**src/sv/gdn_pkg.sv**
```systemverilog
// ----------------------------------------------------------------------------
// gdn_pkg: shared types and constants for the Gregorian day number converter
// Calendar cycle lengths, field widths, operation codes and the month table.
// ----------------------------------------------------------------------------
package gdn_pkg;

  localparam int YEAR_BITS      = 18;
  localparam int DN_BITS        = 27;
  localparam int DN_LIMIT       = 36500000;
  localparam int YEAR_LIMIT_MAX = 99999;

  localparam longint YEAR_POS_MAX = (longint'(1) << (YEAR_BITS - 1)) - 1;
  localparam longint YEAR_LIMIT   = (YEAR_POS_MAX < YEAR_LIMIT_MAX) ?
                                    YEAR_POS_MAX : YEAR_LIMIT_MAX;

  // days in 400, 100, 4 and 1 year cycles
  localparam int D400    = 400 * 365 + 400 / 4 - 400 / 100 + 400 / 400;
  localparam int D100    = 100 * 365 + 100 / 4 - 100 / 100;
  localparam int D4      = 4 * 365 + 4 / 4;
  localparam int D1      = 365;
  localparam int D1_LEAP = 366;

  // pipeline depth, input to output register
  localparam int NSTG = 9;

  // day of year width
  localparam int DOY_W = 9;

  typedef enum logic {
    OP_TO_DAYS = 1'b0,
    OP_TO_DATE = 1'b1
  } op_t;

  // days before the first of a month (month 1..12)
  function automatic logic [DOY_W-1:0] days_before(input logic leap,
                                                   input logic [3:0] month);
    logic [DOY_W-1:0] d;
    case (month)
      4'd1:    d = 9'd0;
      4'd2:    d = 9'd31;
      4'd3:    d = leap ? 9'd60  : 9'd59;
      4'd4:    d = leap ? 9'd91  : 9'd90;
      4'd5:    d = leap ? 9'd121 : 9'd120;
      4'd6:    d = leap ? 9'd152 : 9'd151;
      4'd7:    d = leap ? 9'd182 : 9'd181;
      4'd8:    d = leap ? 9'd213 : 9'd212;
      4'd9:    d = leap ? 9'd244 : 9'd243;
      4'd10:   d = leap ? 9'd274 : 9'd273;
      4'd11:   d = leap ? 9'd305 : 9'd304;
      4'd12:   d = leap ? 9'd335 : 9'd334;
      default: d = '0;
    endcase
    return d;
  endfunction

endpackage

```
**src/sv/gdn_pipe_ctl.sv**
```systemverilog
// ----------------------------------------------------------------------------
// gdn_pipe_ctl: valid tracking and stage enables for the converter pipeline
// Each stage loads when it is empty or the stage after it moves on.
// ----------------------------------------------------------------------------
module gdn_pipe_ctl (
  input  logic                      clk,
  input  logic                      rst_n,
  input  logic                      in_valid,
  input  logic                      in_op,
  output logic                      in_stall,
  output logic                      out_valid,
  output logic                      out_op,
  input  logic                      out_stall,
  output logic [gdn_pkg::NSTG-1:0]  en
);
  import gdn_pkg::*;

  logic [NSTG-1:0] v_r, v_nxt;
  logic [NSTG-1:0] op_r, op_nxt;

  always_comb begin
    en[NSTG-1] = !v_r[NSTG-1] || !out_stall;
    for (int k = NSTG - 2; k >= 0; k--) begin
      en[k] = !v_r[k] || en[k+1];
    end
  end

  always_comb begin
    v_nxt  = v_r;
    op_nxt = op_r;
    if (en[0]) begin
      v_nxt[0]  = in_valid;
      op_nxt[0] = in_op;
    end
    for (int k = 1; k < NSTG; k++) begin
      if (en[k]) begin
        v_nxt[k]  = v_r[k-1];
        op_nxt[k] = op_r[k-1];
      end
    end
  end

  always_ff @(posedge clk) begin
    if (!rst_n) begin
      v_r <= '0;
    end else begin
      v_r <= v_nxt;
    end
  end

  always_ff @(posedge clk) begin
    op_r <= op_nxt;
  end

  assign in_stall  = !en[0];
  assign out_valid = v_r[NSTG-1];
  assign out_op    = op_r[NSTG-1];

  // input is held back only when every stage holds a transaction
  a_stall_full: assert property (@(posedge clk) disable iff (!rst_n)
    in_stall |-> (&v_r))
    else $error("input stalled with an empty stage");

  // occupancy follows accepted minus delivered transactions
  a_occupancy: assert property (@(posedge clk) disable iff (!rst_n)
    $past(rst_n) |-> ($countones(v_r) == $past($countones(v_r))
      + int'($past(in_valid && !in_stall)) - int'($past(out_valid && !out_stall))))
    else $error("pipeline occupancy mismatch");

  a_reset_empty: assert property (@(posedge clk)
    !rst_n |=> (v_r == '0))
    else $error("pipeline not empty after reset");

  a_free_output: assert property (@(posedge clk) disable iff (!rst_n)
    !out_stall |-> !in_stall)
    else $error("input stalled while output is free");

endmodule

```
**src/sv/gdn_to_days.sv**
```systemverilog
// ----------------------------------------------------------------------------
// gdn_to_days: date to day number datapath
// Year minus one is biased by a multiple of 400 so all floor divisions are unsigned.
// ----------------------------------------------------------------------------
module gdn_to_days (
  input  logic                                clk,
  input  logic [gdn_pkg::NSTG-1:0]            en,
  input  logic [4:0]                          day_in,
  input  logic [3:0]                          month_in,
  input  logic signed [gdn_pkg::YEAR_BITS-1:0] year_in,
  output logic [gdn_pkg::DN_BITS-1:0]         dn,
  output logic                                err
);
  import gdn_pkg::*;

  localparam int     PW    = YEAR_BITS + 1;
  localparam longint OFF_B = ((longint'(1) << (YEAR_BITS - 1)) / 400) + 1;
  localparam longint OFF   = OFF_B * 400;
  localparam int     S25   = YEAR_BITS + 4;
  localparam longint M25   = ((longint'(1) << S25) + 24) / 25;
  localparam int     MW    = YEAR_BITS + 1;
  localparam int     HW    = YEAR_BITS - 4;
  localparam int     XW    = 2 * YEAR_BITS;
  localparam int     BW    = PW + 9;
  localparam int     NW    = (PW + 10 > DN_BITS + 2) ? PW + 10 : DN_BITS + 2;
  localparam longint C0    = OFF_B * D400;

  localparam logic signed [NW-1:0] N_HI = NW'(DN_LIMIT);
  localparam logic signed [NW-1:0] N_LO = NW'(-DN_LIMIT);
  localparam logic [MW-1:0]        M25_C = MW'(M25);

  // stage 1
  logic [PW-1:0]    p1_r, p1_nxt;
  logic [4:0]       d1_r;
  logic [3:0]       m1_r;
  // stage 2
  logic [PW-1:0]    p2_r;
  logic [HW-1:0]    h2_r, h2_nxt;
  logic [XW-1:0]    prod2;
  logic [4:0]       d2_r;
  logic [3:0]       m2_r;
  // stage 3
  logic [BW-1:0]    base3_r, base3_nxt;
  logic [HW-1:0]    hq3_r, hq3_nxt;
  logic [6:0]       rem3_r, rem3_nxt;
  logic [1:0]       hlo3_r, plo3_r;
  logic [4:0]       d3_r;
  logic [3:0]       m3_r;
  // stage 4
  logic             leap4;
  logic [NW-1:0]    n4_r, n4_nxt;
  logic [DOY_W-1:0] bd4_r, bd4_nxt;
  logic             bad4_r, bad4_nxt;
  // stage 5
  logic [NW-1:0]    n5_r, n5_nxt;
  logic             bad5_r;
  // stage 6 and carry stages
  logic [DN_BITS-1:0] dn6_r, dn6_nxt, dn7_r, dn8_r, dn9_r;
  logic               err6_r, err6_nxt, err7_r, err8_r, err9_r;

  assign p1_nxt = {year_in[YEAR_BITS-1], year_in} + PW'(OFF - 1);

  // floor(p/100) via reciprocal of 25 on p/4
  assign prod2  = XW'(p1_r[PW-1:2]) * XW'(M25_C);
  assign h2_nxt = prod2[S25 +: HW];

  assign base3_nxt = BW'(p2_r) * BW'(365) + BW'(p2_r[PW-1:2]);
  assign hq3_nxt   = h2_r - (h2_r >> 2);
  // p mod 100; exact in 7 bits
  assign rem3_nxt  = p2_r[6:0] - 7'(h2_r[6:0] * 7'd100);

  // year = p + 1 - OFF and OFF is a multiple of 400
  assign leap4    = (plo3_r == 2'd3) && ((rem3_r != 7'd99) || (hlo3_r == 2'd3));
  assign bd4_nxt  = days_before(leap4, m3_r) + DOY_W'(d3_r);
  assign n4_nxt   = NW'(base3_r) - NW'(hq3_r) - NW'(C0);
  assign bad4_nxt = (m3_r == 4'd0) || (m3_r > 4'd12);

  assign n5_nxt   = n4_r + NW'(bd4_r);

  assign err6_nxt = bad5_r || ($signed(n5_r) < N_LO) || ($signed(n5_r) > N_HI);
  assign dn6_nxt  = bad5_r ? '0 : n5_r[DN_BITS-1:0];

  always_ff @(posedge clk) begin
    if (en[0]) begin
      p1_r <= p1_nxt;
      d1_r <= day_in;
      m1_r <= month_in;
    end
    if (en[1]) begin
      p2_r <= p1_r;
      h2_r <= h2_nxt;
      d2_r <= d1_r;
      m2_r <= m1_r;
    end
    if (en[2]) begin
      base3_r <= base3_nxt;
      hq3_r   <= hq3_nxt;
      rem3_r  <= rem3_nxt;
      hlo3_r  <= h2_r[1:0];
      plo3_r  <= p2_r[1:0];
      d3_r    <= d2_r;
      m3_r    <= m2_r;
    end
    if (en[3]) begin
      n4_r   <= n4_nxt;
      bd4_r  <= bd4_nxt;
      bad4_r <= bad4_nxt;
    end
    if (en[4]) begin
      n5_r   <= n5_nxt;
      bad5_r <= bad4_r;
    end
    if (en[5]) begin
      dn6_r  <= dn6_nxt;
      err6_r <= err6_nxt;
    end
    if (en[6]) begin
      dn7_r  <= dn6_r;
      err7_r <= err6_r;
    end
    if (en[7]) begin
      dn8_r  <= dn7_r;
      err8_r <= err7_r;
    end
    if (en[8]) begin
      dn9_r  <= dn8_r;
      err9_r <= err8_r;
    end
  end

  assign dn  = dn9_r;
  assign err = err9_r;

endmodule

```
**src/sv/gdn_from_days.sv**
```systemverilog
// ----------------------------------------------------------------------------
// gdn_from_days: day number to date datapath
// Splits the magnitude into 400/100/4/1 year cycles, then searches months.
// ----------------------------------------------------------------------------
module gdn_from_days (
  input  logic                                 clk,
  input  logic [gdn_pkg::NSTG-1:0]             en,
  input  logic signed [gdn_pkg::DN_BITS-1:0]   dn_in,
  output logic [4:0]                           day,
  output logic [3:0]                           month,
  output logic signed [gdn_pkg::YEAR_BITS-1:0] year,
  output logic                                 err
);
  import gdn_pkg::*;

  localparam int     AW    = DN_BITS;
  localparam int     R4W   = $clog2(D400);
  localparam int     S400  = DN_BITS - 1 + R4W;
  localparam longint M400  = ((longint'(1) << S400) + D400 - 1) / D400;
  localparam int     M4W   = $clog2(M400 + 1);
  localparam int     PRW   = AW + M4W;
  localparam int     Q4W   = $clog2(((longint'(1) << (DN_BITS - 1)) / D400) + 1);
  localparam int     R1W   = $clog2(D100 + 1);
  localparam int     R3W   = $clog2(D4);
  localparam int     S1461 = R1W + R3W;
  localparam longint M1461 = ((longint'(1) << S1461) + D4 - 1) / D4;
  localparam int     MQW   = $clog2(M1461 + 1);
  localparam int     P2W   = R1W + MQW;
  localparam int     QW4   = $clog2(D100 / D4 + 1);
  localparam int     YMW   = $clog2(((longint'(1) << (DN_BITS - 1)) / D1) + 2);
  localparam int     YSW   = YMW + 1;

  // stage 1: magnitude
  logic [AW-1:0]    dn_u, a1_r, a1_nxt;
  logic             neg1_r;
  // stage 2: 400 year count
  logic [PRW-1:0]   prod2;
  logic [Q4W-1:0]   q2_r;
  logic [AW-1:0]    a2_r;
  logic             neg2_r;
  // stage 3
  logic [R4W-1:0]   r3_r, r3_nxt;
  logic [YMW-1:0]   y3_r, y3_nxt;
  logic             neg3_r;
  // stage 4: century count
  logic [1:0]       q100;
  logic [R1W-1:0]   r4_r, r4_nxt;
  logic [YMW-1:0]   y4_r, y4_nxt;
  logic             c3_4_r, neg4_r;
  // stage 5: 4 year count
  logic [P2W-1:0]   prod5;
  logic [QW4-1:0]   q5_r;
  logic [R1W-1:0]   r5_r;
  logic [YMW-1:0]   y5_r;
  logic             c3_5_r, neg5_r;
  // stage 6
  logic [R3W-1:0]   r6_r, r6_nxt;
  logic [YMW-1:0]   y6_r, y6_nxt;
  logic             c24_6_r, c24_6_nxt, neg6_r;
  // stage 7: single years
  logic [1:0]       q1;
  logic [DOY_W-1:0] a7_r, a7_nxt;
  logic [YMW-1:0]   y7_r, y7_nxt;
  logic             leap7_r, leap7_nxt, neg7_r;
  // stage 8: mirror
  logic [DOY_W-1:0] len8, doy8_r, doy8_nxt;
  logic [YMW-1:0]   y8_r;
  logic             leap8_r, neg8_r;
  // stage 9: month search and output
  logic [4:0]            day9_r, day9_nxt;
  logic [3:0]            mon9_r, mon9_nxt;
  logic signed [YSW-1:0] ys;
  logic [YEAR_BITS-1:0]  year9_r, year9_nxt;
  logic                  err9_r, err9_nxt;

  assign dn_u   = dn_in;
  assign a1_nxt = dn_u[AW-1] ? (AW'(0) - dn_u) : dn_u;

  assign prod2  = PRW'(a1_r) * PRW'(M400);

  assign r3_nxt = R4W'(a2_r - AW'(q2_r) * AW'(D400));
  assign y3_nxt = YMW'(q2_r) * YMW'(400);

  // century count capped at 3 keeps the last day of a 400 year cycle
  always_comb begin
    if (r3_r >= R4W'(3 * D100)) begin
      q100 = 2'd3;
    end else if (r3_r >= R4W'(2 * D100)) begin
      q100 = 2'd2;
    end else if (r3_r >= R4W'(D100)) begin
      q100 = 2'd1;
    end else begin
      q100 = 2'd0;
    end
  end

  assign r4_nxt = R1W'(r3_r - R4W'(q100) * R4W'(D100));
  assign y4_nxt = y3_r + YMW'(q100) * YMW'(100);

  assign prod5  = P2W'(r4_r) * P2W'(M1461);

  assign r6_nxt    = R3W'(r5_r - R1W'(q5_r) * R1W'(D4));
  assign y6_nxt    = y5_r + YMW'({q5_r, 2'b00});
  // year lands on a century that is not a multiple of 400
  assign c24_6_nxt = (q5_r == QW4'(24)) && !c3_5_r;

  always_comb begin
    if (r6_r >= R3W'(3 * D1)) begin
      q1 = 2'd3;
    end else if (r6_r >= R3W'(2 * D1)) begin
      q1 = 2'd2;
    end else if (r6_r >= R3W'(D1)) begin
      q1 = 2'd1;
    end else begin
      q1 = 2'd0;
    end
  end

  assign a7_nxt    = DOY_W'(r6_r - R3W'(q1) * R3W'(D1));
  assign y7_nxt    = y6_r + YMW'(q1) + YMW'(a7_nxt != '0);
  assign leap7_nxt = (q1 == 2'd3) && !c24_6_r;

  assign len8     = leap7_r ? DOY_W'(D1_LEAP) : DOY_W'(D1);
  assign doy8_nxt = (a7_r == '0) ? '0 : (neg7_r ? (len8 - a7_r) : a7_r);

  // zero day of year stays 31 December
  always_comb begin
    mon9_nxt = 4'd12;
    day9_nxt = 5'd31;
    for (int i = 1; i <= 12; i++) begin
      if (doy8_r > days_before(leap8_r, 4'(i))) begin
        mon9_nxt = 4'(i);
        day9_nxt = 5'(doy8_r - days_before(leap8_r, 4'(i)));
      end
    end
  end

  assign ys        = neg8_r ? (YSW'(0) - {1'b0, y8_r}) : {1'b0, y8_r};
  assign year9_nxt = YEAR_BITS'(ys);
  assign err9_nxt  = y8_r > YMW'(YEAR_LIMIT);

  always_ff @(posedge clk) begin
    if (en[0]) begin
      a1_r   <= a1_nxt;
      neg1_r <= dn_u[AW-1];
    end
    if (en[1]) begin
      q2_r   <= prod2[S400 +: Q4W];
      a2_r   <= a1_r;
      neg2_r <= neg1_r;
    end
    if (en[2]) begin
      r3_r   <= r3_nxt;
      y3_r   <= y3_nxt;
      neg3_r <= neg2_r;
    end
    if (en[3]) begin
      r4_r   <= r4_nxt;
      y4_r   <= y4_nxt;
      c3_4_r <= (q100 == 2'd3);
      neg4_r <= neg3_r;
    end
    if (en[4]) begin
      q5_r   <= prod5[S1461 +: QW4];
      r5_r   <= r4_r;
      y5_r   <= y4_r;
      c3_5_r <= c3_4_r;
      neg5_r <= neg4_r;
    end
    if (en[5]) begin
      r6_r    <= r6_nxt;
      y6_r    <= y6_nxt;
      c24_6_r <= c24_6_nxt;
      neg6_r  <= neg5_r;
    end
    if (en[6]) begin
      a7_r    <= a7_nxt;
      y7_r    <= y7_nxt;
      leap7_r <= leap7_nxt;
      neg7_r  <= neg6_r;
    end
    if (en[7]) begin
      doy8_r  <= doy8_nxt;
      y8_r    <= y7_r;
      leap8_r <= leap7_r;
      neg8_r  <= neg7_r;
    end
    if (en[8]) begin
      day9_r  <= day9_nxt;
      mon9_r  <= mon9_nxt;
      year9_r <= year9_nxt;
      err9_r  <= err9_nxt;
    end
  end

  assign day   = day9_r;
  assign month = mon9_r;
  assign year  = $signed(year9_r);
  assign err   = err9_r;

endmodule

```
**src/sv/gregorian_day_number_converter.sv**
```systemverilog
// ----------------------------------------------------------------------------
// gregorian_day_number_converter: proleptic Gregorian date <-> day number
// Day number 1 is 1 January of year 1; negative day numbers are mirrored.
//
//   channel   ports                                             direction
//   in        in_valid, in_stall, in_op, in_day_in, in_month_in,  to block
//             in_year_in, in_day_number_in
//   out       out_valid, out_stall, out_day_number_out,          from block
//             out_day_out, out_month_out, out_year_out,
//             out_range_error
//
// One transaction per cycle unless in_stall holds the input. The depth is set
// by the nine register stages of the day number to date path; the date to
// day number path is padded to the same depth.
// Reset clears the stage valid bits only.
// A stall on the output holds the last stage; earlier stages keep moving
// into empty slots, so in_stall rises only when every stage is occupied.
// ----------------------------------------------------------------------------
module gregorian_day_number_converter (
  input  logic                                 clk,
  input  logic                                 rst_n,
  input  logic                                 in_valid,
  output logic                                 in_stall,
  input  logic                                 in_op,
  input  logic [4:0]                           in_day_in,
  input  logic [3:0]                           in_month_in,
  input  logic signed [gdn_pkg::YEAR_BITS-1:0] in_year_in,
  input  logic signed [gdn_pkg::DN_BITS-1:0]   in_day_number_in,
  output logic                                 out_valid,
  input  logic                                 out_stall,
  output logic signed [gdn_pkg::DN_BITS-1:0]   out_day_number_out,
  output logic [4:0]                           out_day_out,
  output logic [3:0]                           out_month_out,
  output logic signed [gdn_pkg::YEAR_BITS-1:0] out_year_out,
  output logic                                 out_range_error
);
  import gdn_pkg::*;

  logic [NSTG-1:0]             en;
  logic                        out_op;
  logic [DN_BITS-1:0]          dn;
  logic                        err_days;
  logic [4:0]                  day;
  logic [3:0]                  month;
  logic signed [YEAR_BITS-1:0] year;
  logic                        err_date;
  logic                        is_date;

  gdn_pipe_ctl u_ctl (
    .clk       (clk),
    .rst_n     (rst_n),
    .in_valid  (in_valid),
    .in_op     (in_op),
    .in_stall  (in_stall),
    .out_valid (out_valid),
    .out_op    (out_op),
    .out_stall (out_stall),
    .en        (en)
  );

  gdn_to_days u_to_days (
    .clk      (clk),
    .en       (en),
    .day_in   (in_day_in),
    .month_in (in_month_in),
    .year_in  (in_year_in),
    .dn       (dn),
    .err      (err_days)
  );

  gdn_from_days u_from_days (
    .clk   (clk),
    .en    (en),
    .dn_in (in_day_number_in),
    .day   (day),
    .month (month),
    .year  (year),
    .err   (err_date)
  );

  // unused fields of the other direction read as zero
  assign is_date            = (out_op == OP_TO_DATE);
  assign out_day_number_out = is_date ? '0 : $signed(dn);
  assign out_day_out        = is_date ? day : '0;
  assign out_month_out      = is_date ? month : '0;
  assign out_year_out       = is_date ? year : '0;
  assign out_range_error    = is_date ? err_date : err_days;

endmodule
```
**config.mk**
```make
export PLATFORM = sky130hd
export DESIGN_NAME = gregorian_day_number_converter
export DESIGN_NICKNAME = d
export VERILOG_FILES = /design/src/sv/gdn_pkg.sv /design/src/sv/gdn_pipe_ctl.sv /design/src/sv/gdn_to_days.sv /design/src/sv/gdn_from_days.sv /design/src/sv/gregorian_day_number_converter.sv
export SDC_FILE = /design/constraint.sdc
export NUM_CORES = 2
export LEC_CHECK = 0
export BUFFER_PORTS_ARGS = -buffer_cell sky130_fd_sc_hd__buf_4
export CAP_MARGIN = 0
export CORE_MARGIN = 10
export CORE_UTILIZATION = 45
export CTS_CLUSTER_DIAMETER = 120
export DETAILED_ROUTE_END_ITERATION = 8
export PLACE_DENSITY = 0.57
export SLEW_MARGIN = 5
export SYNTH_ARGS = -nofsm -noshare
export SYNTH_HDL_FRONTEND = slang
export SYNTH_SLANG_ARGS = --single-unit
```
**constraint.sdc**
```tcl
create_clock -name clk -period 15.1 [get_ports clk]
set_input_delay 1.51 -clock clk [delete_from_list [all_inputs] [get_ports clk]]
set_output_delay 1.51 -clock clk [all_outputs]
set_load 0.05 [all_outputs]
```
==> impl_metrics.tcl <==
set metrics [dict create \
    hold_path.class "flip-flop to flip-flop" \
    slowest_stage "fa_1" \
    seq_area_mm2 0.01793 \
    yosysMostFrequentCell "inv_1" \
    die_y_um 369.5 \
    fin_area_mm2 0.06032 \
    dp_hpwl_um 94510 \
    cp-start-kind "flip-flop" \
    track_usage_pct 17.22 \
    end_kind "flip-flop" \
    io_pins 116 \
    cp_slowest_stage_delay_ns 0.55 \
    cts.sinks 600 \
    initial_core_util_pct 45.23 \
    nNetsFinal 6431 \
    cts_buffers 72 \
    dp_slack_ns 7.841 \
    worst_pin_slew_ns 1.013 \
    synth_top_cell_by_area "edfxtp_1" \
    vias 33060 \
    syn_avg_cell_area_um2 11.46 \
    grt_pass1_vias 35120 \
    clock_latency_ns 0.66 \
    async_flop_share_pct 0 \
    antenna_found_initial 1 \
    hold_violations 0 \
    die_x_um 369.5 \
    post_cts_buffers 0 \
    synthToLayoutAreaGrowth_pct 9.717 \
    synth_common_cells "inv_1, ha_1, fa_1, edfxtp_1, xnor2_1" \
    drv_cap 0 \
    slew_violations 0 \
    grt_overflow 0 \
    synth_top_cells_by_area "edfxtp_1, fa_1, ha_1, inv_1, xnor2_1" \
    via_per_inst 4.981 \
    ctsHoldBuffers 0 \
    post_dp_cell_area_mm2 0.05784 \
    synth_cells 4797 \
    drcViolationCount 0 \
    drt_iter0_markers 1576 \
    synth-edff-count 591 \
    ant_nets 0 \
    worstPathArrival_ns 7.70 \
    crit_path_max_fanout 7 \
    grt_max_degree 77 \
    multi_input_comb_area_mm2 0.03283 \
    timing.slew.headroom_pct 31.83 \
    synthFlopType "edfxtp_1" \
    crit_family "adder cells" \
    ys_warn_count 0 \
    setup_viol 0 \
    status "finished clean" \
    syn_nets 6273 \
    port_buffers 115 \
    dr.pass1.iters 7 \
    post-route-util_pct 49.63 \
    drive_gt1_share_pct 5.825 \
    worstSetupPathType "flip-flop to flip-flop" \
    wl_per_cell_um 17.16 \
    crit_buf_inv 4 \
    setup_tns_ns 0 \
    cts-resized-gates 0 \
    ys_ff_latch 600 \
    htree_levels 3 \
    required_ns 15.51 \
    ys_seq_area_share_pct 32.61 \
    post-route-period-util_pct 48.32 \
    tritoncts "yes" \
    diodes 0 \
    nFillCells 10920 \
    worst_clock_skew_ns 0.04833 \
    die_area_mm2 0.1366 \
    fp-row-count 128 \
    rsz0062_at_grt "false" \
    fmax_mhz 137.1 \
    ys_types 74 \
    clkTransAtPathRegs_ns 0.06 \
    cts_buffer_depth 3 \
    fin_crit_ns 7.296 \
    syn_area_mm2 0.05498 \
    core_area_mm2 0.1216 \
    crit_path_frequent_cell "fa_1" \
    setup_ws_ns 7.804 \
    cts_root_buf "clkbuf_16" \
    path_cells "inv_1 -> fa_1 -> inv_1 -> fa_1 -> inv_1 -> fa_1 -> fa_1 -> fa_1 -> fa_1 -> inv_1 -> fa_1 -> ha_1 -> nand2_1 -> nor4_1 -> o2111ai_1 -> o2111ai_1 -> a21oi_1 -> o31ai_1 -> nor4_1 -> nor3_1 -> xnor2_1" \
    wl_um 113900 \
    grt_pass1_wl_um 188300 \
    gp_congestion 0.8931 \
    synth_top_area_share_pct 32.28 \
]
final cells by class:
class | count | area share (%)
Sequential cell | 600 | 29.72
Tap cell | 1625 | 3.371
Clock inverter | 55 | 1.091
Inverter | 1085 | 6.754
Clock buffer | 77 | 3.018
Multi-Input combinational cell | 3065 | 54.42
Timing Repair Buffer | 131 | 1.630
stage by stage:
stage,instances,hold WS (ns)
floorplan,4797,0.4003
global placement,6506,0.4009
detailed placement,6506,0.4045
CTS,6638,0.3848
global route,6638,0.3944
finish,6638,0.3903
state kept, by name, indices dropped and copies added (netlist names), 13 cells and up:
name and count:
u_to_days.dn7_r 27, u_to_days.dn 27, u_to_days.base3_r 28, u_to_days.dn8_r 27, u_to_days.p2_r 19, u_from_days.year 18, u_from_days.y6_r 16, u_from_days.y5_r 16
u_to_days.h2_r 13, u_to_days.dn6_r 27, u_from_days.y4_r 16, u_from_days.r3_r 18, u_to_days.n5_r 29, u_from_days.y8_r 18, u_from_days.y3_r 14, u_from_days.r4_r 16
u_to_days.n4_r 29, u_to_days.p1_r 19, u_from_days.y7_r 18, u_from_days.a2_r 18, u_to_days.hq3_r 14, u_from_days.a1_r 27
layer usage:
layer | track usage, % | share of wire [%] | vias up
met5 | 0 | 0 | -
met4 | 3.634 | 1.7 | 0
met3 | 2.513 | 3.8 | 127
met2 | 28.43 | 47 | 492
met1 | 23.98 | 47 | 16140
li1 | - | - | 16310
worst paths after layout:
| path | cells past startpoint | end | start | slack (ns) |
|---|---|---|---|---|
| setup / recovery | 21 | u_from_days.q2_r[8] | u_from_days.a1_r[3] | 7.80 |
| hold / removal | 0 | u_from_days.y5_r[6] | u_from_days.y4_r[6] | 0.39 |
| setup reg to reg | 21 | u_from_days.q2_r[8] | u_from_days.a1_r[3] | 7.80 |
| hold reg to reg | 0 | u_from_days.y5_r[6] | u_from_days.y4_r[6] | 0.39 |
kinds of logic after synthesis:
group	count (synthesis)	synth area share (%)
buf+inv	1132	7.728
fa+ha+maj	1418	40.57
simple gates	700	6.459
xor+xnor	317	5.050
flops	600	32.61
mux	9	0.1730
compound gates	621	7.417
cell usage in the layout (no fill, tap or decap), types with 8 or more instances in the layout:
cell type and n:
dfxtp_1 9, clkinv_2 14, nor2_1 148, bufinv_16 9, nand2b_1 31, buf_4 131, nand4_1 26, fa_1 608
xor2_1 76, a21boi_0 9, a211oi_1 26, nand3_1 72, o21a_1 28, a31oi_1 15, clkbuf_16 72, a221oi_1 9
a21o_1 85, or4_1 11, inv_1 1079, o211ai_1 16, o21bai_1 31, nor4_1 16, nor3_1 44, clkinvlp_4 8
clkinv_1 8, nand2_1 152, and2_1 36, ha_1 809, or2_2 11, o31ai_1 20, o21ai_0 111, edfxtp_1 591
nor2b_1 85, and3_1 28, a21oi_1 177, or3_1 12, o41ai_1 14, xnor2_1 241
Power is not shown: default switching activity piles up to over one toggle a cycle in this logic, so the estimate is an artifact.
